**src/ast_pkg.sv**
```systemverilog
// Shared types and constants of the aging subscriber table.
`timescale 1ns / 1ps
`default_nettype none

package ast_pkg;

  // Opcodes of a request.
  localparam logic [1:0] OP_ADD    = 2'd0;
  localparam logic [1:0] OP_REMOVE = 2'd1;
  localparam logic [1:0] OP_TICK   = 2'd2;
  localparam logic [1:0] OP_QUERY  = 2'd3;

  // Kinds of a result.
  localparam logic [2:0] KIND_ADDED    = 3'd0;
  localparam logic [2:0] KIND_REJECTED = 3'd1;
  localparam logic [2:0] KIND_REMOVED  = 3'd2;
  localparam logic [2:0] KIND_EXPIRED  = 3'd3;
  localparam logic [2:0] KIND_COUNT    = 3'd4;

  localparam int unsigned ElapsedWidth = 26;
  localparam int unsigned StepWidth    = 10;
  localparam logic [StepWidth-1:0] STEP_RESET = 10'd100;

  typedef struct packed {
    logic [1:0]  opcode;
    logic [31:0] address;
    logic [15:0] period_seconds;
  } ast_in_t;

  typedef struct packed {
    logic [2:0]  kind;
    logic [31:0] expired_address;
    logic [4:0]  entry_count;
    logic        table_emptied;
    logic        last;
  } ast_out_t;

  typedef struct packed {
    logic [31:0]             address;
    logic [15:0]             period;
    logic [ElapsedWidth-1:0] elapsed;
  } ast_entry_t;

  // Status from the entry unit to the sequencer.
  typedef struct packed {
    logic match;
    logic expired;
  } ast_unit_st_t;

endpackage

`default_nettype wire

```
**src/ast_mem.sv**
```systemverilog
// Entry store of the subscriber table: one write port, one registered read port.
`timescale 1ns / 1ps
`default_nettype none

module ast_mem
  import ast_pkg::*;
#(
  parameter int unsigned Depth = 16,
  parameter int unsigned IdxWidth = 4
) (
  input  wire logic                clk_i,
  input  wire logic                we_i,
  input  wire logic [IdxWidth-1:0] waddr_i,
  input  wire ast_entry_t          wdata_i,
  input  wire logic [IdxWidth-1:0] raddr_i,
  output ast_entry_t               rdata_o
);

  ast_entry_t mem [Depth];
  ast_entry_t rdata_q;

  always_ff @(posedge clk_i) begin
    if (we_i) begin
      mem[waddr_i] <= wdata_i;
    end
    rdata_q <= mem[raddr_i];
  end

  assign rdata_o = rdata_q;

endmodule

`default_nettype wire

```
**src/ast_unit.sv**
```systemverilog
// Entry unit, applied to each entry read in turn: address compare, timer advance and lease limit compare.
`timescale 1ns / 1ps
`default_nettype none

module ast_unit
  import ast_pkg::*;
(
  input  wire ast_entry_t             entry_i,
  input  wire logic [31:0]            key_i,
  input  wire logic [StepWidth-1:0]   step_i,
  output logic [ElapsedWidth-1:0]     elapsed_o,
  output ast_unit_st_t                st_o
);

  logic [ElapsedWidth-1:0] limit;
  logic [ElapsedWidth-1:0] p_ext;

  // The limit is period * 1000, built as p*1024 - p*16 - p*8.
  assign p_ext     = ElapsedWidth'(entry_i.period);
  assign limit     = (p_ext << 10) - (p_ext << 4) - (p_ext << 3);
  assign elapsed_o = entry_i.elapsed + ElapsedWidth'(step_i);

  assign st_o.match   = (entry_i.address == key_i);
  assign st_o.expired = (elapsed_o >= limit);

endmodule

`default_nettype wire

```
**src/aging_subscriber_table_top.sv**
```systemverilog
// Top level of the aging subscriber table: sequencer, result buffer, configuration.
// Add and remove read and evaluate one entry after another (RD, EVAL) up to a match or
// the end; query goes straight to its result. A tick visits every live entry, with EXP
// per expiry, preceded by MOVE unless the tail expired, as the entry store has one read port.
// One request is worked on at a time; ready is low while a request is in progress.
// Reset (asynchronous, active low) empties the table and sets the tick step to 100.
`timescale 1ns / 1ps
`default_nettype none

module aging_subscriber_table_top
  import ast_pkg::*;
#(
  parameter int unsigned TABLE_DEPTH = 16
) (
  input  wire logic                 clk_i,
  input  wire logic                 rst_ni,
  input  wire logic                 in_valid_i,
  output logic                      in_ready_o,
  input  wire ast_in_t              in_data_i,
  output logic                      out_valid_o,
  input  wire logic                 out_ready_i,
  output ast_out_t                  out_data_o,
  input  wire logic                 cfg_valid_i,
  output logic                      cfg_ready_o,
  input  wire logic [StepWidth-1:0] cfg_data_i
);

  localparam int unsigned IW = (TABLE_DEPTH > 1) ? $clog2(TABLE_DEPTH) : 1;
  localparam int unsigned CW = $clog2(TABLE_DEPTH + 1);

  // The sequencer walks the table one entry at a time. RD issues the read of
  // the current slot, EVAL decides on the entry, MOVE copies the tail entry
  // into a freed slot, EXP queues an expiry, FLUSH releases the last queued
  // expiry and OUT delivers the single result of add, remove or query.
  typedef enum logic [6:0] {
    S_IDLE  = 7'b0000001,
    S_RD    = 7'b0000010,
    S_EVAL  = 7'b0000100,
    S_MOVE  = 7'b0001000,
    S_EXP   = 7'b0010000,
    S_FLUSH = 7'b0100000,
    S_OUT   = 7'b1000000
  } state_e;

  state_e              state_q, state_d;
  logic [CW-1:0]       count_q, count_d;
  logic [CW-1:0]       idx_q, idx_d;
  logic [CW-1:0]       tail;
  logic [StepWidth-1:0] step_q;
  logic [1:0]          op_q, op_d;
  logic [31:0]         key_q, key_d;
  logic [15:0]         period_q, period_d;
  logic [2:0]          kind_q, kind_d;
  logic [31:0]         gone_q, gone_d;

  // Expiries are held back by one so that the last flag can be set once the
  // walk is known to be over.
  ast_out_t            pend_q, pend_d;
  logic                pend_valid_q, pend_valid_d;
  ast_out_t            out_q, out_d;
  logic                out_valid_q, out_valid_d;
  logic                out_free;

  logic                mem_we;
  logic [IW-1:0]       mem_waddr;
  ast_entry_t          mem_wdata;
  logic [IW-1:0]       mem_raddr;
  ast_entry_t          mem_rdata;
  logic [ElapsedWidth-1:0] new_elapsed;
  ast_unit_st_t        unit_st;

  ast_mem #(
    .Depth    (TABLE_DEPTH),
    .IdxWidth (IW)
  ) u_mem (
    .clk_i   (clk_i),
    .we_i    (mem_we),
    .waddr_i (mem_waddr),
    .wdata_i (mem_wdata),
    .raddr_i (mem_raddr),
    .rdata_o (mem_rdata)
  );

  ast_unit u_unit (
    .entry_i   (mem_rdata),
    .key_i     (key_q),
    .step_i    (step_q),
    .elapsed_o (new_elapsed),
    .st_o      (unit_st)
  );

  assign tail        = count_q - CW'(1);
  assign in_ready_o  = (state_q == S_IDLE);
  assign cfg_ready_o = 1'b1;
  assign out_valid_o = out_valid_q;
  assign out_data_o  = out_q;
  // The result register can take a new result when it is empty or being drained.
  assign out_free    = !out_valid_q || out_ready_i;

  always_comb begin
    state_d      = state_q;
    count_d      = count_q;
    idx_d        = idx_q;
    op_d         = op_q;
    key_d        = key_q;
    period_d     = period_q;
    kind_d       = kind_q;
    gone_d       = gone_q;
    pend_d       = pend_q;
    pend_valid_d = pend_valid_q;
    out_d        = out_q;
    out_valid_d  = out_valid_q && !out_ready_i;
    mem_we       = 1'b0;
    mem_waddr    = idx_q[IW-1:0];
    mem_wdata    = mem_rdata;
    mem_raddr    = idx_q[IW-1:0];

    case (state_q)
      S_IDLE: begin
        if (in_valid_i) begin
          op_d     = in_data_i.opcode;
          key_d    = in_data_i.address;
          period_d = in_data_i.period_seconds;
          idx_d    = '0;
          if (in_data_i.opcode == OP_QUERY) begin
            kind_d  = KIND_COUNT;
            state_d = S_OUT;
          end else if (in_data_i.opcode == OP_ADD && count_q >= CW'(TABLE_DEPTH)) begin
            kind_d  = KIND_REJECTED;
            state_d = S_OUT;
          end else if (in_data_i.opcode == OP_TICK && count_q == '0) begin
            state_d = S_IDLE;
          end else begin
            state_d = S_RD;
          end
        end
      end
      S_RD: begin
        if (idx_q == count_q) begin
          // Walk finished without an early exit.
          case (op_q)
            OP_ADD: begin
              mem_we    = 1'b1;
              mem_waddr = count_q[IW-1:0];
              mem_wdata = '{address: key_q, period: period_q, elapsed: '0};
              count_d   = count_q + CW'(1);
              kind_d    = KIND_ADDED;
              state_d   = S_OUT;
            end
            OP_REMOVE: begin
              kind_d  = KIND_REMOVED;
              state_d = S_OUT;
            end
            default: begin
              state_d = pend_valid_q ? S_FLUSH : S_IDLE;
            end
          endcase
        end else begin
          state_d = S_EVAL;
        end
      end
      S_EVAL: begin
        mem_raddr = tail[IW-1:0];
        case (op_q)
          OP_ADD: begin
            if (unit_st.match) begin
              kind_d  = KIND_REJECTED;
              state_d = S_OUT;
            end else begin
              idx_d   = idx_q + CW'(1);
              state_d = S_RD;
            end
          end
          OP_REMOVE: begin
            if (unit_st.match) begin
              kind_d = KIND_REMOVED;
              if (idx_q == tail) begin
                count_d = tail;
                state_d = S_OUT;
              end else begin
                state_d = S_MOVE;
              end
            end else begin
              idx_d   = idx_q + CW'(1);
              state_d = S_RD;
            end
          end
          default: begin
            if (unit_st.expired) begin
              gone_d = mem_rdata.address;
              if (idx_q == tail) begin
                count_d = tail;
                state_d = S_EXP;
              end else begin
                state_d = S_MOVE;
              end
            end else begin
              mem_we    = 1'b1;
              mem_wdata = '{address: mem_rdata.address, period: mem_rdata.period,
                            elapsed: new_elapsed};
              idx_d     = idx_q + CW'(1);
              state_d   = S_RD;
            end
          end
        endcase
      end
      S_MOVE: begin
        // The tail entry fills the freed slot; in a tick it is examined next,
        // since the slot index is left where it is.
        mem_we  = 1'b1;
        count_d = tail;
        state_d = (op_q == OP_REMOVE) ? S_OUT : S_EXP;
      end
      S_EXP: begin
        if (!pend_valid_q || out_free) begin
          if (pend_valid_q) begin
            out_d       = pend_q;
            out_valid_d = 1'b1;
          end
          pend_d.kind            = KIND_EXPIRED;
          pend_d.expired_address = gone_q;
          pend_d.entry_count     = 5'(count_q);
          pend_d.table_emptied   = (count_q == '0);
          pend_d.last            = 1'b0;
          pend_valid_d           = 1'b1;
          state_d                = S_RD;
        end
      end
      S_FLUSH: begin
        if (out_free) begin
          out_d        = pend_q;
          out_d.last   = 1'b1;
          out_valid_d  = 1'b1;
          pend_valid_d = 1'b0;
          state_d      = S_IDLE;
        end
      end
      S_OUT: begin
        if (out_free) begin
          out_d.kind            = kind_q;
          out_d.expired_address = '0;
          out_d.entry_count     = 5'(count_q);
          out_d.table_emptied   = 1'b0;
          out_d.last            = 1'b1;
          out_valid_d           = 1'b1;
          state_d               = S_IDLE;
        end
      end
      default: begin
        state_d = S_IDLE;
      end
    endcase
  end

  always_ff @(posedge clk_i or negedge rst_ni) begin
    if (!rst_ni) begin
      state_q      <= S_IDLE;
      count_q      <= '0;
      idx_q        <= '0;
      op_q         <= OP_QUERY;
      kind_q       <= KIND_COUNT;
      pend_valid_q <= 1'b0;
      out_valid_q  <= 1'b0;
      step_q       <= STEP_RESET;
    end else begin
      state_q      <= state_d;
      count_q      <= count_d;
      idx_q        <= idx_d;
      op_q         <= op_d;
      kind_q       <= kind_d;
      pend_valid_q <= pend_valid_d;
      out_valid_q  <= out_valid_d;
      if (cfg_valid_i) begin
        step_q <= cfg_data_i;
      end
    end
  end

  // Payload registers carry no reset.
  always_ff @(posedge clk_i) begin
    key_q    <= key_d;
    period_q <= period_d;
    gone_q   <= gone_d;
    pend_q   <= pend_d;
    out_q    <= out_d;
  end

endmodule

`default_nettype wire

```
**config.mk**
```make
export PLATFORM = sky130hd
export DESIGN_NAME = aging_subscriber_table_top
export DESIGN_NICKNAME = d
export VERILOG_FILES = /design/src/ast_pkg.sv /design/src/ast_mem.sv /design/src/ast_unit.sv /design/src/aging_subscriber_table_top.sv
export SDC_FILE = /design/constraint.sdc
export NUM_CORES = 2
export LEC_CHECK = 0
export ABC_AREA = 1
export BUFFER_PORTS_ARGS = -buffer_cell sky130_fd_sc_hd__buf_2
export CAP_MARGIN = 5
export CORE_MARGIN = 4
export CORE_UTILIZATION = 50
export DETAILED_ROUTE_END_ITERATION = 7
export PLACE_DENSITY = 0.68
export RECOVER_POWER = 100
export SYNTH_ARGS = -nofsm -noshare
export SYNTH_HDL_FRONTEND = slang
export SYNTH_SLANG_ARGS = --single-unit
```
**constraint.sdc**
```tcl
create_clock -name clk_i -period 6.76 [get_ports clk_i]
set_clock_uncertainty 0.2 [all_clocks]
set_input_delay 0.676 -clock clk_i [delete_from_list [all_inputs] [get_ports clk_i]]
set_output_delay 0.676 -clock clk_i [all_outputs]
set_load 0.02 [all_outputs]
```
# Word level (Yosys, flattened, before mapping)
# Memory sizes are Yosys's and may differ from the RTL's. A register that Yosys moved wholly into a read port is not among the register bits.
# Index checks and enable logic that the tools add are counted.
[word_totals]
ff_bits = 194
ramBits = 1184
inputBits = 65
out_inout_bits = 45
wordCells = 152
n_memories = 1
[op_classes]
add_sub_neg = 6
n_lt_le_gt_ge = 2
eq_ne = 30
mux = 66
n_bitwise = 1
n_reduce_logical = 27
[mem_list]
columns = ["name", "words", "word_bits", "rd", "rd_ports_with_merged_regs", "wr", "line", "rtl"]
rows = [
  ["u_mem.mem", 16, 74, 1, 1, 1, "ast_mem.sv:19", "ast_entry_t mem [Depth];"],
]
[op_table]
columns = ["cell", "n"]
rows = [
  ["$mux 42", 4],
  ["$mux 74", 2],
  ["$pmux 74 s2", 1],
  ["$pmux 42 s3", 1],
  ["$mux 7", 12],
  ["$mux 26", 2],
  ["$mux 5", 10],
  ["$pmux 7 s6", 1],
  ["$eq 32x32->1", 1],
  ["$add 26x10->26", 1],
  ["$ge 26x26->1", 1],
  ["$sub 26x19->26", 1],
  ["$sub 26x20->26", 1],
  ["$pmux 5 s2", 2],
  ["$mux 3", 6],
  ["$mux 4", 4],
  ["$ne 2x2->1 const B", 8],
  ["$pmux 5 s3", 1],
  ["$pmux 7 s2", 1],
  ["$ne 3x3->1 const B", 4],
  ["$pmux 3 s2", 2],
  ["$mux 1", 11],
  ["$add 5x1->5 const B", 2],
  ["$eq 5x5->1", 2],
  ["34 further kinds", 51],
]

# Depth between registers and ports, before layout
[logic_depth]
word_depth = 8
depth_mapped = 25
mapped_depth_nobuf = 25

# Hierarchy
# A second synthesis with hierarchy kept.
[unflattened]
cells_unflattened = 6411
hier_area_um2 = 65072.4
[modules_own_cells]
columns = ["mod", "n_inst", "cells_each", "area_each_um2"]
rows = [
  ["ast_mem", 1, 4864, 52476.6],
  ["aging_subscriber_table_top", 1, 815, 8530.7],
  ["ast_unit", 1, 732, 4065.1],
]

# Worst setup path after synthesis
# Ideal clock, no wire load.
[synth_timing]
kind = "reg-to-reg"
startpoint = "register, netlist name u_mem.rdata_o[26]"
endpoint = "memory u_mem.mem[0][0] in the netlist's numbering (enable)"
t_arrival_ps = 6493
setup_slack_ps = -440
path_stages_with_launch = 22
path_cell_list = "dfxtp_1 inv_1 fa_1 inv_1 ha_1 nand2_1 nor2_1 nand2_1 o21ai_0 nand2_1 nand2_1 xor2_1 ha_1 nand2_1 inv_1 nand2_1 nand2_1 a21oi_1 nand4_1 nand3_1 nand3_1 nor2_1"
[synth_between]
elab_chain_len = 8
[synth_lines]
columns = ["item", "line", "rtl"]
rows = [
  ["$sub 26x20->26", "ast_unit.sv:20", "assign limit = (p_ext << 10) - (p_ext << 4) - (p_ext << 3);"],
  ["$sub 26x19->26 (*)", "ast_unit.sv:20", ""],
  ["$ge 26x26->1 (*)", "ast_unit.sv:24", "assign st_o.expired = (elapsed_o >= limit);"],
  ["$mux 1 (*)", "aging_subscriber_table_top.sv:189", "if (unit_st.expired) begin"],
  ["$mux 1 (*)", "aging_subscriber_table_top.sv:164", "case (op_q)"],
  ["$pmux 1 s3 (*)", "aging_subscriber_table_top.sv:118", "case (state_q)"],
  ["$mux 1 (*)", "ast_mem.sv:23", "if (we_i) begin"],
  ["$mux 1 (not written as such) (*)", "ast_mem.sv:24", "mem[waddr_i] <= wdata_i;"],
  ["to (decl)", "ast_mem.sv:19", ""],
]
# Mark *: on every way between the ends. The rest lies on a longest branch, timed or not.

# Worst setup path after layout
[layout_timing]
startpoint = "register state_q[4]"
endpoint = "register, netlist name u_mem.rdata_o[30]"
[layout_between]
elab_chain_len = 2
[layout_lines]
columns = ["item", "line", "rtl"]
rows = [
  ["from (decl)", "aging_subscriber_table_top.sv:45", "state_e state_q, state_d;"],
  ["from (signal assigned)", "aging_subscriber_table_top.sv:266", "state_q <= state_d;"],
  ["$eq 7x3->1", "aging_subscriber_table_top.sv:118", ""],
  ["$mux 4", "aging_subscriber_table_top.sv:118", ""],
]
# Every way passes these cells.
# A chain may end at the register's enable or synchronous reset.

==> metrics.txt <==
final worst-path cycle share=0.9504; Via-to-Cell Ratio=5.399; EDFF count, synth=1344; Clock Path Buffers=3; CTS buffer count=around 150; XOR/XNOR Fraction of Synth Area=0.008872; clk sinks=1452; grt ovf=0; Core Footprint=125600 um^2; Final Net Count=around 6400; synthesized instance count=between 6000 and 7000; multiplexer share of the synthesized area=0.001782; Max-Slew Margin vs Limit=-1.186; Global Route Usage Sum=0.2456; FF+latch count, synth=around 1500; Antenna Violating Nets Remaining=0; critical path arrival=roughly 7 ns; Max Slew Vio Count=about 400; die width=around 360 um; die area=between 100000 and 150000 um^2; clk slew on worst S/H paths=~0.07 ns; worst skew pair latency=0.78 ns; worst hold path depth=4; clk root buf=clkbuf_16; Overall Power=approximately 28 mW; Pleak=approximately 29 nW; fin crit period=between 6 and 7 ns; layout cells sized above 1=0.05866; Critical Path RT=7.25 ns; # DRC=0; part of the Yosys area used for sequential elements=0.6759; post-synth top area share=0.6388; crit path capture type=flip-flop; Area Overhead vs Synth=12.02%; largest net degree at the start of global routing=around 170; worst-path fanout max=45; post-synthesis adder-cell area fraction=0.01683; cells on worst reg2reg path=12; storage element area=~43000 um^2; synth warn=0; final WL=around 160 mm; synthesized area per cell=about 10 um^2; dpl hpwl=92.98 mm; Main synth FF type=edfxtp_1; Worst Tran Pin Value=~3.3 ns; Final Util=0.5636; post-synthesis cell type count=47; die height=approximately 360 um; highest clock rate=approximately 160 MHz; antenna violations before repair=1; WL per Instance=20.37 um; syn nets=about 6200; Vias=43250; vias in the first global route=just over 40000; DR iter-0 viols=about 4600; mapped cell area=around 63000 um^2; input/output buffers=roughly 110; Compound-Gate Fraction of Synth Area=0.02091; Synth area leaders=edfxtp_1 64%, nand2_1 14%, nand3_1 5.8%, inv_1 4.3%, dfxtp_1 2.3%; CTS tree=built; status=finished with violations; WS Path Type=reg -> reg; setup violators final=0; CP Launch Type=flip-flop; unrepaired setup endpoints after global routing=no; Pwr Density=about 390 nW/um^2; first-pass GRT wire length=247.8 mm; fill count=about 10000; Max IR drop VDD=0.0002432 V; # IOs=110; Rows=130; multi-input combinational cell area=between 15000 and 20000 um^2; post-synth top area cell=edfxtp_1; initial core utilization=0.5031; max-capacitance violation count=15; Final Hold Slack=around 0.052 ns; final hold vios=0; depth of the CTS H-tree=4; TritonRoute pass-1 iters=6; Synth Area in Simple Gates=0.2106; violated checks=max-capacitance violations, max-slew violations; Placer Congestion=~0.90; post-CTS setup buffer count=0; Synth async-reset ratio=0.02342; Hold WC Path Type=in -> reg; main combinational cell family by area after synthesis=simple AND/OR/NAND/NOR gates
report_power, final:
group          leakage, nW  internal [mW]  switching, mW  total, mW
sequential            13.1           11.4          0.430       11.8
combinational         13.5           2.16           5.61       7.77
clock                 2.35           4.66           3.52       8.18
area by class of cell:
| type | instances | share of cell area |
|---|---|---|
| Sequential cell | 1452 | 0.6034 |
| Inverter | 736 | 0.03911 |
| Antenna cell | 2 | 0.00007072 |
| Multi-Input combinational cell | 3623 | 0.2332 |
| Clock inverter | 73 | 0.01200 |
| Clock buffer | 209 | 0.05748 |
| Timing Repair Buffer | 266 | 0.02565 |
| Tap cell | 1650 | 0.02917 |
stage by stage:
stage          std cells  TNS (ns)  cell area [um^2]  setup slack [ns]
4_1_cts             8009         0             71330            0.6686
3_3_place_gp        7666         0             65810            0.7656
6_report            8011         0             70770            0.3350
5_1_grt             8009         0             70770           0.08245
2_1_floorplan       6078   -520.23             63180           -0.4398
3_5_place_dp        7666         0             65810            0.6931
Yosys cell counts, types with 9 or more instances:
cell,count
dfxtp_1,74
clkbuf_1,33
nand3_1,737
xnor2_1,27
buf_2,213
dfrtp_1,27
ha_1,69
nor2_1,161
mux2_2,10
nand2_1,2292
inv_2,9
buf_4,12
nand4_1,23
inv_1,726
o21ai_0,79
edfxtp_1,1344
fa_1,10
o211ai_1,75
a21oi_1,44
xor2_1,37
nand3b_1,9
cells by family after synthesis:
group | Yosys count
AND/OR/NAND/NOR | 3252
flip-flops | 1452
buffers and inverters | 1003
AO/OA/AOI/OAI | 217
adder cells (fa/ha/maj) | 79
XOR/XNOR | 64
multiplexers | 10
other | 1
sequential cells by signal, summed over array words and instances, names as in the netlist:
register,count
count_q,5
gone_q,32
idx_q,5
key_q,32
kind_q,3
op_q,2
out_data_o,42
out_valid_o,1
pend_q,38
pend_valid_q,1
period_q,16
state_q,7
step_q,10
u_mem.mem,1184
u_mem.rdata_o,74
worst max-delay path, cell delays in order (launching register included):
cell and delay (ns):
dfrtp_1 0.38, clkinv_1 0.07, nand2_1 0.13, nor2_1 0.13, nand2_1 0.84, inv_1 0.55, nand2_1 0.27, o21ai_4 0.07
buf_4 0.29, inv_1 1.75, clkbuf_2 1.03, nand3_1 0.32, nand2_1 0.23
repair_timing:
action                    4_1_cts  5_1_grt
gates resized for setup         0        0
hold buffers                   61        0
hold endpoints to repair       87        0
final timing paths:
path	start	to	slack, ns
max	state_q[4]$_DFFE_PN0P_	u_mem.rdata_o[30]$_DFF_P_	0.34
min	in_valid_i	state_q[0]$_DFFE_PN1P_	0.05
max reg2reg	state_q[4]$_DFFE_PN0P_	u_mem.rdata_o[30]$_DFF_P_	0.34
min reg2reg	gone_q[4]$_DFFE_PP_	pend_q[11]$_DFFE_PP_	0.21
max in group asynchronous	rst_ni	state_q[5]$_DFFE_PN0P_	4.26
min in group asynchronous	rst_ni	idx_q[0]$_DFFE_PN0P_	0.87
per-layer routing:
| metal | wire [um] | GRT usage | vias to the layer above | share of wire |
|---|---|---|---|---|
| met5 | 0 | 0 | - | 0 |
| met4 | 5609 | 0.08704 | 0 | 0.034 |
| met3 | 12590 | 0.03733 | 312 | 0.077 |
| met2 | 77480 | 0.4011 | 1754 | 0.47 |
| met1 | 67540 | 0.3377 | 20880 | 0.41 |
| li1 | - | - | 20300 | - |
cell usage in the layout, fill, tap and decap left out, drive strengths merged, types with 2 or more instances in the layout:
cell and instances:
o22ai 2, inv 741, dfrtp 27, nand3b 9, a21boi 2, o21ai 84
diode 2, fa 10, a21oi 44, bufinv 10, edfxtp 1344, nor2 166
nor3 7, xnor2 27, a21o 4, nand4 23, o211ai 75, clkbuf 323
clkinv 50, ha 69, dfstp 7, buf 91, a31oi 4, or2 5
clkinvlp 8, nand3 737, nor4 3, dlygate4sd3 61, nand2 2298, dfxtp 74
mux2 10, xor2 37
No activity file was read; power rests on OpenSTA's default activity.
